==> config.mk <==
export PLATFORM = sky130hd
export DESIGN_NAME = i2c_master_byte_engine_unit
export DESIGN_NICKNAME = d
export VERILOG_FILES = /design/src/rtl/i2cmbe_pkg.sv /design/src/rtl/i2cmbe_front.sv /design/src/rtl/i2cmbe_queue.sv /design/src/rtl/i2cmbe_back.sv /design/src/rtl/i2c_master_byte_engine_unit.sv
export SDC_FILE = /design/constraint.sdc
export NUM_CORES = 1
export LEC_CHECK = 0
export ABC_AREA = 1
export BUFFER_PORTS_ARGS = -buffer_cell sky130_fd_sc_hd__buf_2
export CORE_MARGIN = 2
export CORE_UTILIZATION = 60
export CTS_CLUSTER_SIZE = 20
export DETAILED_ROUTE_END_ITERATION = 7
export GPL_TIMING_DRIVEN = 0
export PLACE_DENSITY_LB_ADDON = 0.1
export SYNTH_ARGS = -nofsm -noshare
export SYNTH_HDL_FRONTEND = slang
export SYNTH_SLANG_ARGS = --single-unit
==> constraint.sdc <==
create_clock -name clk -period 4.3 [get_ports clk]
set_input_delay 0.645 -clock clk [delete_from_list [all_inputs] [get_ports clk]]
set_output_delay 0.645 -clock clk [all_outputs]
set_load 0.01 [all_outputs]
==> src/rtl/i2cmbe_pkg.sv <==
// Package for the I2C master byte engine: payload structs, command codes,
// the classified command type and reset constants. No dependencies.
package i2cmbe_pkg;

  // Command codes carried in the op field
  localparam logic [2:0] OP_NONE  = 3'd0;
  localparam logic [2:0] OP_START = 3'd1;
  localparam logic [2:0] OP_STOP  = 3'd2;
  localparam logic [2:0] OP_WRITE = 3'd3;
  localparam logic [2:0] OP_READ  = 3'd4;

  // Configuration register indexes (word address)
  localparam logic REG_UNIT_TICKS = 1'b0;
  localparam logic REG_ACK_LIMIT  = 1'b1;

  localparam logic [15:0] UNIT_TICKS_RST = 16'd100;
  localparam logic [7:0]  ACK_LIMIT_RST  = 8'd250;
  localparam logic [7:0]  MSB_MASK       = 8'h80;

  localparam int DELAY_W       = 18;
  localparam int QUEUE_DEPTH_D = 4;

  typedef enum logic [2:0] {
    CMD_NONE,
    CMD_START,
    CMD_STOP,
    CMD_WRITE,
    CMD_READ
  } cmd_t;

  typedef struct packed {
    logic [2:0] op;
    logic [7:0] tx_byte;
    logic       send_ack;
    logic       sda_in;
  } in_item_t;

  typedef struct packed {
    logic       scl_out;
    logic       sda_out;
    logic       ready_res;
    logic       done_res;
    logic [7:0] rx_byte;
    logic       nack;
  } out_item_t;

  // Classified tick handed from the front to the back
  typedef struct packed {
    cmd_t       cmd;
    logic [7:0] tx_byte;
    logic       send_ack;
    logic       sda_in;
  } tick_item_t;

endpackage

==> src/rtl/i2cmbe_front.sv <==
// Front of the I2C master byte engine: accepts input ticks, decodes op into
// a command class and holds the result until the queue takes it. Uses i2cmbe_pkg.
module i2cmbe_front (
  input  logic                   clk,
  input  logic                   rst_n,
  input  logic                   in_valid,
  output logic                   in_stall,
  input  i2cmbe_pkg::in_item_t   in_data,
  input  logic                   q_full,
  output logic                   q_push,
  output i2cmbe_pkg::tick_item_t q_data
);

  logic                   valid_r;
  logic                   valid_nxt;
  i2cmbe_pkg::tick_item_t item_r;
  i2cmbe_pkg::cmd_t       cmd_dec;
  logic                   take;

  always_comb begin
    case (in_data.op)
      i2cmbe_pkg::OP_START: cmd_dec = i2cmbe_pkg::CMD_START;
      i2cmbe_pkg::OP_STOP:  cmd_dec = i2cmbe_pkg::CMD_STOP;
      i2cmbe_pkg::OP_WRITE: cmd_dec = i2cmbe_pkg::CMD_WRITE;
      i2cmbe_pkg::OP_READ:  cmd_dec = i2cmbe_pkg::CMD_READ;
      default:              cmd_dec = i2cmbe_pkg::CMD_NONE;
    endcase
  end

  assign in_stall  = valid_r && q_full;
  assign take      = in_valid && !in_stall;
  assign q_push    = valid_r && !q_full;
  assign q_data    = item_r;
  assign valid_nxt = take || (valid_r && q_full);

  always_ff @(posedge clk) begin
    if (!rst_n) begin
      valid_r <= 1'b0;
    end else begin
      valid_r <= valid_nxt;
    end
    if (take) begin
      item_r.cmd      <= cmd_dec;
      item_r.tx_byte  <= in_data.tx_byte;
      item_r.send_ack <= in_data.send_ack;
      item_r.sda_in   <= in_data.sda_in;
    end
  end

endmodule

==> src/rtl/i2cmbe_queue.sv <==
// Short FIFO between the front and back of the I2C master byte engine.
// Holds classified ticks; uses i2cmbe_pkg for the entry type.
module i2cmbe_queue #(
  parameter int DEPTH = i2cmbe_pkg::QUEUE_DEPTH_D
) (
  input  logic                   clk,
  input  logic                   rst_n,
  input  logic                   push,
  input  i2cmbe_pkg::tick_item_t wr_data,
  output logic                   full,
  input  logic                   pop,
  output logic                   empty,
  output i2cmbe_pkg::tick_item_t rd_data
);

  localparam int PTR_W = (DEPTH > 1) ? $clog2(DEPTH) : 1;
  localparam int CNT_W = $clog2(DEPTH + 1);
  localparam logic [PTR_W-1:0] LAST = PTR_W'(DEPTH - 1);
  localparam logic [CNT_W-1:0] FULL_CNT = CNT_W'(DEPTH);

  i2cmbe_pkg::tick_item_t mem [DEPTH];
  logic [PTR_W-1:0] wr_ptr_r, wr_ptr_nxt;
  logic [PTR_W-1:0] rd_ptr_r, rd_ptr_nxt;
  logic [CNT_W-1:0] count_r, count_nxt;
  logic             do_push, do_pop;

  assign full    = (count_r == FULL_CNT);
  assign empty   = (count_r == '0);
  assign do_push = push && !full;
  assign do_pop  = pop && !empty;
  assign rd_data = mem[rd_ptr_r];

  always_comb begin
    wr_ptr_nxt = wr_ptr_r;
    rd_ptr_nxt = rd_ptr_r;
    count_nxt  = count_r;
    if (do_push) begin
      wr_ptr_nxt = (wr_ptr_r == LAST) ? '0 : wr_ptr_r + 1'b1;
    end
    if (do_pop) begin
      rd_ptr_nxt = (rd_ptr_r == LAST) ? '0 : rd_ptr_r + 1'b1;
    end
    if (do_push && !do_pop) begin
      count_nxt = count_r + 1'b1;
    end else if (do_pop && !do_push) begin
      count_nxt = count_r - 1'b1;
    end
  end

  always_ff @(posedge clk) begin
    if (!rst_n) begin
      wr_ptr_r <= '0;
      rd_ptr_r <= '0;
      count_r  <= '0;
    end else begin
      wr_ptr_r <= wr_ptr_nxt;
      rd_ptr_r <= rd_ptr_nxt;
      count_r  <= count_nxt;
    end
    if (do_push) begin
      mem[wr_ptr_r] <= wr_data;
    end
  end

  a_count_bound: assert property (@(posedge clk) disable iff (!rst_n)
    count_r <= FULL_CNT)
    else $error("queue count above depth");

  a_pop_frees: assert property (@(posedge clk) disable iff (!rst_n)
    (do_pop && !do_push) |=> !full)
    else $error("queue still full after pop");

endmodule

==> src/rtl/i2cmbe_back.sv <==
// Back of the I2C master byte engine: bus sequencer stepped once per tick,
// plus the result register. Uses i2cmbe_pkg for types and constants.
module i2cmbe_back (
  input  logic                   clk,
  input  logic                   rst_n,
  input  logic                   q_empty,
  output logic                   q_pop,
  input  i2cmbe_pkg::tick_item_t q_data,
  input  logic [15:0]            unit_ticks,
  input  logic [7:0]             ack_poll_limit,
  output logic                   out_valid,
  input  logic                   out_stall,
  output i2cmbe_pkg::out_item_t  out_data
);

  localparam int DW = i2cmbe_pkg::DELAY_W;

  typedef enum logic [3:0] {
    PH_IDLE,
    PH_ST_A,
    PH_ST_B,
    PH_SP_A,
    PH_SP_B,
    PH_WR_SET,
    PH_WR_HI,
    PH_WR_LO,
    PH_AK_REL,
    PH_AK_HI,
    PH_AK_POLL,
    PH_RD_LO,
    PH_RD_HI,
    PH_RA_LO,
    PH_RA_HI
  } phase_t;

  phase_t    phase_r, phase_nxt;
  logic [3:0] bit_cnt_r, bit_cnt_nxt;
  logic [3:0] bit_cnt_inc;
  logic [7:0] shift_r, shift_nxt;
  logic [DW-1:0] delay_r, delay_nxt;
  logic [7:0] poll_r, poll_nxt;
  logic       scl_r, scl_nxt;
  logic       sda_r, sda_nxt;
  logic       ack_choice_r, ack_choice_nxt;
  logic       nack_r, nack_nxt;
  logic       done;
  logic [7:0] rx;
  logic [DW-1:0] dly1, dly2, dly4;

  logic                  out_valid_r;
  i2cmbe_pkg::out_item_t out_data_r;
  logic                  step;

  assign step      = !q_empty && (!out_valid_r || !out_stall);
  assign q_pop     = step;
  assign out_valid = out_valid_r;
  assign out_data  = out_data_r;

  assign dly1        = DW'(unit_ticks);
  assign dly2        = dly1 << 1;
  assign dly4        = dly1 << 2;
  assign bit_cnt_inc = bit_cnt_r + 4'd1;

  always_comb begin
    phase_nxt      = phase_r;
    bit_cnt_nxt    = bit_cnt_r;
    shift_nxt      = shift_r;
    delay_nxt      = delay_r;
    poll_nxt       = poll_r;
    scl_nxt        = scl_r;
    sda_nxt        = sda_r;
    ack_choice_nxt = ack_choice_r;
    nack_nxt       = nack_r;
    done           = 1'b0;
    rx             = 8'd0;
    if (phase_r == PH_IDLE) begin
      case (q_data.cmd)
        i2cmbe_pkg::CMD_START: begin
          sda_nxt = 1'b1; scl_nxt = 1'b1;
          phase_nxt = PH_ST_A; delay_nxt = dly4;
        end
        i2cmbe_pkg::CMD_STOP: begin
          scl_nxt = 1'b0; sda_nxt = 1'b0;
          phase_nxt = PH_SP_A; delay_nxt = dly4;
        end
        i2cmbe_pkg::CMD_WRITE: begin
          nack_nxt = 1'b0; scl_nxt = 1'b0; bit_cnt_nxt = 4'd0;
          sda_nxt = |(q_data.tx_byte & i2cmbe_pkg::MSB_MASK);
          shift_nxt = {q_data.tx_byte[6:0], 1'b0};
          phase_nxt = PH_WR_SET; delay_nxt = dly2;
        end
        i2cmbe_pkg::CMD_READ: begin
          sda_nxt = 1'b1; scl_nxt = 1'b0; shift_nxt = 8'd0; bit_cnt_nxt = 4'd0;
          ack_choice_nxt = q_data.send_ack;
          phase_nxt = PH_RD_LO; delay_nxt = dly2;
        end
        default: ;
      endcase
    end else if (delay_r > DW'(1)) begin
      delay_nxt = delay_r - 1'b1;
    end else begin
      case (phase_r)
        PH_ST_A: begin
          sda_nxt = 1'b0; phase_nxt = PH_ST_B; delay_nxt = dly4;
        end
        PH_ST_B: begin
          scl_nxt = 1'b0; phase_nxt = PH_IDLE; done = 1'b1;
        end
        PH_SP_A: begin
          scl_nxt = 1'b1; sda_nxt = 1'b1; phase_nxt = PH_SP_B; delay_nxt = dly4;
        end
        PH_SP_B: begin
          phase_nxt = PH_IDLE; done = 1'b1;
        end
        PH_WR_SET: begin
          scl_nxt = 1'b1; phase_nxt = PH_WR_HI; delay_nxt = dly2;
        end
        PH_WR_HI: begin
          scl_nxt = 1'b0; phase_nxt = PH_WR_LO; delay_nxt = dly2;
        end
        PH_WR_LO: begin
          bit_cnt_nxt = bit_cnt_inc;
          if (bit_cnt_inc >= 4'd8) begin
            sda_nxt = 1'b1; poll_nxt = 8'd0;
            phase_nxt = PH_AK_REL; delay_nxt = dly1;
          end else begin
            sda_nxt = |(shift_r & i2cmbe_pkg::MSB_MASK);
            shift_nxt = {shift_r[6:0], 1'b0};
            phase_nxt = PH_WR_SET; delay_nxt = dly2;
          end
        end
        PH_AK_REL: begin
          scl_nxt = 1'b1; phase_nxt = PH_AK_HI; delay_nxt = dly1;
        end
        PH_AK_HI, PH_AK_POLL: begin
          if (!q_data.sda_in) begin
            scl_nxt = 1'b0; phase_nxt = PH_IDLE; done = 1'b1;
          end else if (poll_r >= ack_poll_limit) begin
            // timeout: flag and run a stop
            nack_nxt = 1'b1; scl_nxt = 1'b0; sda_nxt = 1'b0;
            phase_nxt = PH_SP_A; delay_nxt = dly4;
          end else begin
            poll_nxt = poll_r + 8'd1;
            phase_nxt = PH_AK_POLL; delay_nxt = dly1;
          end
        end
        PH_RD_LO: begin
          scl_nxt = 1'b1;
          shift_nxt = {shift_r[6:0], q_data.sda_in};
          bit_cnt_nxt = bit_cnt_inc;
          phase_nxt = PH_RD_HI; delay_nxt = dly1;
        end
        PH_RD_HI: begin
          scl_nxt = 1'b0;
          if (bit_cnt_r >= 4'd8) begin
            sda_nxt = !ack_choice_r; phase_nxt = PH_RA_LO; delay_nxt = dly2;
          end else begin
            phase_nxt = PH_RD_LO; delay_nxt = dly2;
          end
        end
        PH_RA_LO: begin
          scl_nxt = 1'b1; phase_nxt = PH_RA_HI; delay_nxt = dly2;
        end
        PH_RA_HI: begin
          scl_nxt = 1'b0; phase_nxt = PH_IDLE; done = 1'b1; rx = shift_r;
        end
        default: phase_nxt = PH_IDLE;
      endcase
    end
  end

  always_ff @(posedge clk) begin
    if (!rst_n) begin
      phase_r      <= PH_IDLE;
      bit_cnt_r    <= 4'd0;
      shift_r      <= 8'd0;
      delay_r      <= '0;
      poll_r       <= 8'd0;
      scl_r        <= 1'b1;
      sda_r        <= 1'b1;
      ack_choice_r <= 1'b0;
      nack_r       <= 1'b0;
      out_valid_r  <= 1'b0;
    end else begin
      if (step) begin
        phase_r      <= phase_nxt;
        bit_cnt_r    <= bit_cnt_nxt;
        shift_r      <= shift_nxt;
        delay_r      <= delay_nxt;
        poll_r       <= poll_nxt;
        scl_r        <= scl_nxt;
        sda_r        <= sda_nxt;
        ack_choice_r <= ack_choice_nxt;
        nack_r       <= nack_nxt;
        out_valid_r  <= 1'b1;
      end else if (!out_stall) begin
        out_valid_r  <= 1'b0;
      end
    end
    if (step) begin
      out_data_r.scl_out   <= scl_nxt;
      out_data_r.sda_out   <= sda_nxt;
      out_data_r.ready_res <= (phase_nxt == PH_IDLE);
      out_data_r.done_res  <= done;
      out_data_r.rx_byte   <= rx;
      out_data_r.nack      <= nack_nxt;
    end
  end

  a_hold_phase: assert property (@(posedge clk) disable iff (!rst_n)
    (step && phase_r != PH_IDLE && delay_r > DW'(1)) |=> phase_r == $past(phase_r))
    else $error("phase changed while delay still running");

  a_rx_on_done: assert property (@(posedge clk) disable iff (!rst_n)
    (out_valid_r && out_data_r.rx_byte != 8'd0) |-> out_data_r.done_res)
    else $error("received byte shown without done");

  a_bit_cnt: assert property (@(posedge clk) disable iff (!rst_n)
    bit_cnt_r <= 4'd8)
    else $error("bit count past eight");

  a_done_idle: assert property (@(posedge clk) disable iff (!rst_n)
    (out_valid_r && out_data_r.done_res) |-> out_data_r.ready_res)
    else $error("done without return to idle");

endmodule

==> src/rtl/i2c_master_byte_engine_unit.sv <==
// I2C master byte engine, top level. Ties the front, queue and back
// together and holds the APB configuration registers. Uses i2cmbe_pkg.
//
// Usage: each transaction on the input channel (in_valid/in_stall/in_data)
// is one bus tick: a command (start, stop, write byte, read byte, or none)
// plus the sampled SDA level. Commands are taken only while the sequencer
// is idle; while busy, op is ignored but sda_in is still used. Every input
// transaction yields exactly one result on the output channel
// (out_valid/out_stall/out_data) with SCL/SDA drive levels, ready, done,
// the received byte and the NACK flag.
// Throughput is one tick per cycle while out_stall is low; an accepted
// tick passes the front register, the queue, then the sequencer step into
// the result register. The sequencer step is the loop that sets this rate.
// When out_stall is high the result register holds; the queue absorbs up
// to QUEUE_DEPTH ticks plus one in the front register before in_stall rises.
// Reset (rst_n low, synchronous) idles the sequencer with both lines
// released, empties the queue and loads unit_ticks = 100 and
// ack_poll_limit = 250. Write the registers only while the engine is idle.
module i2c_master_byte_engine_unit #(
  parameter int QUEUE_DEPTH = i2cmbe_pkg::QUEUE_DEPTH_D
) (
  input  logic                  clk,
  input  logic                  rst_n,
  input  logic                  in_valid,
  output logic                  in_stall,
  input  i2cmbe_pkg::in_item_t  in_data,
  output logic                  out_valid,
  input  logic                  out_stall,
  output i2cmbe_pkg::out_item_t out_data,
  input  logic                  cfg_psel,
  input  logic                  cfg_penable,
  input  logic                  cfg_pwrite,
  input  logic [2:0]            cfg_paddr,
  input  logic [31:0]           cfg_pwdata,
  output logic [31:0]           cfg_prdata,
  output logic                  cfg_pready
);

  logic [15:0]            unit_ticks_r;
  logic [7:0]             ack_limit_r;
  logic                   cfg_wr;
  logic                   q_push, q_full, q_pop, q_empty;
  i2cmbe_pkg::tick_item_t q_wr_data, q_rd_data;

  assign cfg_pready = 1'b1;
  assign cfg_wr     = cfg_psel && cfg_penable && cfg_pwrite && cfg_pready;

  always_comb begin
    case (cfg_paddr[2])
      i2cmbe_pkg::REG_UNIT_TICKS: cfg_prdata = {16'd0, unit_ticks_r};
      i2cmbe_pkg::REG_ACK_LIMIT:  cfg_prdata = {24'd0, ack_limit_r};
      default:                    cfg_prdata = 32'd0;
    endcase
  end

  always_ff @(posedge clk) begin
    if (!rst_n) begin
      unit_ticks_r <= i2cmbe_pkg::UNIT_TICKS_RST;
      ack_limit_r  <= i2cmbe_pkg::ACK_LIMIT_RST;
    end else if (cfg_wr) begin
      case (cfg_paddr[2])
        i2cmbe_pkg::REG_UNIT_TICKS: unit_ticks_r <= cfg_pwdata[15:0];
        i2cmbe_pkg::REG_ACK_LIMIT:  ack_limit_r  <= cfg_pwdata[7:0];
        default: ;
      endcase
    end
  end

  i2cmbe_front u_front (
    .clk      (clk),
    .rst_n    (rst_n),
    .in_valid (in_valid),
    .in_stall (in_stall),
    .in_data  (in_data),
    .q_full   (q_full),
    .q_push   (q_push),
    .q_data   (q_wr_data)
  );

  i2cmbe_queue #(
    .DEPTH (QUEUE_DEPTH)
  ) u_queue (
    .clk     (clk),
    .rst_n   (rst_n),
    .push    (q_push),
    .wr_data (q_wr_data),
    .full    (q_full),
    .pop     (q_pop),
    .empty   (q_empty),
    .rd_data (q_rd_data)
  );

  i2cmbe_back u_back (
    .clk            (clk),
    .rst_n          (rst_n),
    .q_empty        (q_empty),
    .q_pop          (q_pop),
    .q_data         (q_rd_data),
    .unit_ticks     (unit_ticks_r),
    .ack_poll_limit (ack_limit_r),
    .out_valid      (out_valid),
    .out_stall      (out_stall),
    .out_data       (out_data)
  );

endmodule

==> results of run 1 <==
==> report_power, final <==
group	internal, µW	switching, µW	total [µW]
logic	967	2050	3020
clock network	866	642	1510
registers	1880	159	2040
==> layout by cell type (no fill, tap or decap), types with 11 or more instances in the layout <==
cell and count:
nand2_1 297, nor2_1 146, inv_1 115, o21ai_0 86
dfxtp_1 81, edfxtp_1 78, buf_2 76, nand3_1 68
a21oi_1 67, buf_4 21, ha_1 19, nand4_1 17
clkbuf_1 17, conb_1 17, clkbuf_16 17, nand2_2 12
o21ai_1 12, a31oi_1 12, o22ai_1 11
==> layout make-up <==
type,instances,area [µm²]
multi-input cells,826,4060
well taps,184,230
clock inverters,14,158
fillers,1252,4400
plain buffers,57,364
flip-flops and latches,159,3960
clock buffers,18,429
inverters,128,490
repair buffers,67,338
==> cells by family (layout without fill, tap and decap cells) <==
| group | after synthesis | after routing | share of synthesized area |
|---|---|---|---|
| AOI/OAI and AO/OA | 208 | 208 | 0.130 |
| and+or+nand+nor | 571 | 571 | 0.283 |
| DFF | 159 | 159 | 0.450 |
| xor gates and xnor gates | 10 | 10 | 0.00994 |
| buffers and inverters | 185 | 284 | 0.0969 |
| other | 2 | 17 | 0.000852 |
| adders and majority gates | 20 | 20 | 0.0292 |
==> sequential cells by signal, indices dropped and copies added (netlist names), 3 cells and up, named ones only <==
name              count
u_back.poll_r         8
u_back.delay_r       18
u_back.shift_r        8
u_front.q_data       13
u_back.out_data      13
u_queue.count_r       3
u_queue.mem          52
unit_ticks_r         16
u_back.bit_cnt_r      4
ack_limit_r           8
u_back.phase_r        4
==> stage by stage <==
stage | total power, µW | worst slack, ps | utilization | area [µm²]
global placement | 4960 | 1570 | 0.654 | 9430
detailed placement | 5000 | 1580 | 0.654 | 9430
floorplan | 4260 | 2010 | - | 8870
finish | 6560 | 1790 | 0.695 | 10000
CTS | 6520 | 1810 | 0.695 | 10000
global route | 6990 | 1560 | 0.695 | 10000
==> per-layer routing <==
layer	up-vias	share of wire	global-route usage
li1	3943	-	-
met4	0	0.013	0.0771
met1	3632	0.46	0.408
met2	264	0.46	0.465
met5	-	0	0
met3	29	0.068	0.0501
==> path summary, 6_finish.rpt <==
check	slack (ps)	to	depth (start not counted)	startpoint
hold / removal	390	u_front.q_data[0]	1	in_data[0]
setup / recovery	1790	u_back.out_data[11]	11	u_back.delay_r[0]
setup reg to reg	1790	u_back.out_data[11]	11	u_back.delay_r[0]
hold reg to reg	490	u_back.bit_cnt_r[3]	2	u_back.bit_cnt_r[3]
==> worst max-delay path, delay by kind of cell, from the launching register on <==
family                   cells  cell delay [ps]
adder cells (fa/ha/maj)      1              340
AO/OA/AOI/OAI                2              490
AND/OR/NAND/NOR              5              640
buffers and inverters        3              460
flip-flops                   1              320
==> results.json, run 1 <==
{
  "outcome": "completed",
  "cts_tree": "done",
  "drc": 0,
  "post-route-period-util": 0.583,
  "cp.arrival_ps": 2690,
  "pwr_density_cell_mw_per_mm2": 654,
  "clk_pin_slew_worst_paths_ps": 70,
  "ctsHtreeMaxLevel": 4,
  "cts_sinks": 159,
  "yosys_warnings": 0,
  "ys_ff_latch": 159,
  "first_global_vias": 7304,
  "hp-class": "input port to flop",
  "die_h_um": 125,
  "dp.cells": 1420,
  "yosysTopAreaCellShare": 0.266,
  "drv_cap": 0,
  "diodes": 0,
  "timing.hold.ws_ps": 389,
  "wl_per_cell_um": 15.3,
  "clock_latency_ps": 430,
  "fin_skew_ps": 10.5,
  "grt_setup_unrepaired": "no",
  "place.gp.congestion": 0.928,
  "grt_usage": 0.289,
  "cts_resized": 0,
  "core.rowCount": 44,
  "drv_slew": 0,
  "hold_violations": 0,
  "io_pins": 103,
  "startpoint_type": "flop",
  "die_area_mm2": 0.0157,
  "synthMostInstantiatedCell": "nand2_1",
  "antenna_found_initial": 0,
  "ant_nets": 0,
  "crit_fanout": 10,
  "grt_max_degree": 23,
  "firstDrtPassIters": 5,
  "syn_inst": 1155,
  "grt.overflow.total": 0,
  "routed_wl_um": 22300,
  "setup_tns_ps": 0,
  "io_buffers": 66,
  "slowest_delay_ps": 390,
  "hold_buffers": 0,
  "syn_avg_cell_area_um2": 7.63,
  "die_w_um": 125,
  "crit_slowest_cell": "a21boi_0",
  "yosys-top-cells-area": "edfxtp_1 27%, dfxtp_1 18%, nand2_1 13%",
  "grt_pass1_wl_um": 36300,
  "final_layout_size_suffix_gt1_frac": 0.158,
  "finalSetupViolations": 0,
  "cts_buffers": 17,
  "ir_worst_vdd_mv": 0.486,
  "max_freq_mhz": 399,
  "dpl.hpwl_um": 16400,
  "synth_ff_type": "dfxtp_1",
  "crit_chain": "inv_1 -> ha_1 -> nand3_2 -> nor2_2 -> nand2_1 -> nand2_2 -> nand2_2 -> buf_6 -> inv_2 -> a31oi_1 -> a21boi_0",
  "ys_seq_area_frac": 0.450,
  "final_cells": 1453,
  "initial_core_util": 0.611,
  "relSlewSlack": 0.147,
  "ys_top_cells_by_count": "297 x nand2_1, 147 x nor2_1, 115 x inv_1",
  "synth_top_area_cell": "edfxtp_1",
  "max_slew.worst_pin.slew_ps": 1270,
  "clk_path_buf_depth": 2,
  "crit_type": "flop to flop",
  "cts-root-buf": "clkbuf_16",
  "ys_types": 49,
  "ys_async_sr_fraction": 0,
  "avgViaCountPerCell": 5.42,
  "final_nets": 1331,
  "synth_edf_count": 78,
  "worstSetupEndpointType": "flop",
  "cp_data_required_time_ps": 4480,
  "postCtsSetupBuffers": 0,
  "area_growth_pct": 13.8,
  "critical_path.most_common_cell": "nand2_2",
  "core_area_mm2": 0.0144,
  "drtIter0Drc": 689,
  "syn_area_mm2": 0.00881,
  "p_leak_uw": 0.00457,
  "finalCriticalPeriod_ps": 2510,
  "vias": 7868
}
(Power assumes the default switching activity.)
==> inputs of run 2 (changes only) <==
- CORE_UTILIZATION: 60 -> 59
- clock period: 4.3 -> 2.35 ns (I/O delays scaled with it)
==> results.json, run 2 (same netlist as run 1, synthesis figures left out) <==
{
  "ant_nets": 0,
  "finalCriticalPeriod_ps": 2220,
  "dpl.hpwl_um": 16500,
  "first_global_vias": 7235,
  "setup_tns_ps": 0,
  "place.gp.congestion": 0.934,
  "fin_skew_ps": 8.69,
  "antenna_found_initial": 0,
  "wl_met1_um": 10100,
  "post-place-ws_ps": -78.7,
  "wl_met3_um": 1610,
  "firstDrtPassIters": 6,
  "core.rowCount": 44,
  "startpoint_type": "flop",
  "clk_pin_slew_worst_paths_ps": 70,
  "outcome": "completed",
  "pwr_density_cell_mw_per_mm2": 1190,
  "cts-root-buf": "clkbuf_16",
  "final_nets": 1334,
  "avgViaCountPerCell": 5.43,
  "p_leak_uw": 0.00460,
  "grt_usage": 0.286,
  "cp.arrival_ps": 2400,
  "highest-signal-layer": "met4",
  "grt.overflow.total": 0,
  "ctsHtreeMaxLevel": 4,
  "max_slew.worst_pin.slew_ps": 1260,
  "post-route-period-util": 0.944,
  "drv_cap": 0,
  "hold_buffers": 0,
  "crit_fanout": 10,
  "diodes": 0,
  "routed_wl_um": 22400,
  "crit_type": "flop to flop",
  "multi_input_area_mm2": 0.00407,
  "vias": 7911,
  "grt_max_degree": 23,
  "clk_path_buf_depth": 2,
  "power.total_uw": 12000,
  "finalSetupViolations": 0,
  "drv_slew": 0,
  "relSlewSlack": 0.157,
  "cts_buffers": 17,
  "die_w_um": 126,
  "routed-wl-met2_um": 10400,
  "layout.area.seq_mm2": 0.00396,
  "place_area_mm2": 0.00943,
  "final_common_cell": "nand2_1",
  "fin_ws_ps": 133,
  "largest_register_ffs": 52,
  "io_pins": 103,
  "hold_violations": 0,
  "clock_latency_ps": 440,
  "reg_top3": "u_queue.mem (52), u_back.delay_r (18), unit_ticks_r (16)",
  "final_layout_size_suffix_gt1_frac": 0.167,
  "n_fill_cell": 1249,
  "drc": 0,
  "worstSetupEndpointType": "flop",
  "io_buffers": 66,
  "layout_common_cells": "296 x nand2_1, 143 x nor2_1, 114 x inv_1",
  "area_growth_pct": 14.4,
  "hp-class": "input port to flop",
  "cts_sinks": 159,
  "ir_worst_vdd_mv": 0.824,
  "core_area_mm2": 0.0146,
  "wl_per_cell_um": 15.4,
  "initial_core_util": 0.604,
  "largest-register": "u_queue.mem",
  "die_area_mm2": 0.0159,
  "die_h_um": 126,
  "utilization": 0.691,
  "cp_data_required_time_ps": 2530,
  "max_freq_mhz": 451,
  "grt_setup_unrepaired": "no",
  "final_area_mm2": 0.0101,
  "cts_tree": "done",
  "drtIter0Drc": 648,
  "grt_pass1_wl_um": 35900
}
==> run 2: changes by cell type in the layout (fill, tap and decap cells not counted), sizes merged <==
cell | previous run | this run
bufinv | 2 | 0
inv | 131 | 133
buf | 106 | 109
==> run 2: timing repair <==
action,in CTS,in global routing
buffers inserted,0,3
pin swaps,0,1
endpoints found under the setup margin,2,50
gates resized for setup,1,13
hold endpoints to repair,0,0
==> run 2: per-stage QoR <==
stage / hold slack [ps] / std cells
floorplan: 450 / 1170
global placement: 464 / 1420
detailed placement: 477 / 1420
CTS: 77.8 / 1452
global route: 77.6 / 1456
finish: 87.8 / 1456
==> run 2: layout make-up <==
| class | count | area share |
|---|---|---|
| Tap cell | 184 | 0.0228 |
| Buffer | 57 | 0.0369 |
| Inverter | 128 | 0.0486 |
| Multi-Input combinational cell | 826 | 0.404 |
| Clock buffer | 18 | 0.0447 |
| Clock inverter | 14 | 0.0138 |
| Sequential cell | 159 | 0.393 |
| Timing Repair Buffer | 70 | 0.0361 |
==> run 2: worst paths after layout <==
path	start	end	slack (ps)	depth (start not counted)
max	u_back.delay_r[0]	u_back.out_data[11]	130	12
min	in_data[6]	u_front.q_data[6]	90	1
max reg2reg	u_back.delay_r[0]	u_back.out_data[11]	130	12
min reg2reg	u_back.bit_cnt_r[3]	u_back.bit_cnt_r[3]	490	2
==> run 2: where the power goes <==
group / internal [µW] / leakage (µW) / switching (µW)
registers: 3430 / 0.00139 / 289
logic: 1830 / 0.00292 / 3740
clock network: 1470 / 0.000284 / 1270
==> run 2: per-layer routing <==
layer / up-vias / track usage
met3: 29 / 0.0586
met5: - / 0
met2: 291 / 0.450
li1: 3966 / -
met1: 3625 / 0.402
met4: 0 / 0.0827
==> run 2: worst max-delay path, stage by stage (launching register included) <==
cell and delay [ps]:
dfxtp_1 330, inv_2 130, ha_2 270, nand3_2 130, nor2_2 160, nand2_1 120, nand2_2 150, nand2_2 90
buf_6 160, inv_2 90, nand2_1 60, o21ai_1 160, a21boi_0 110
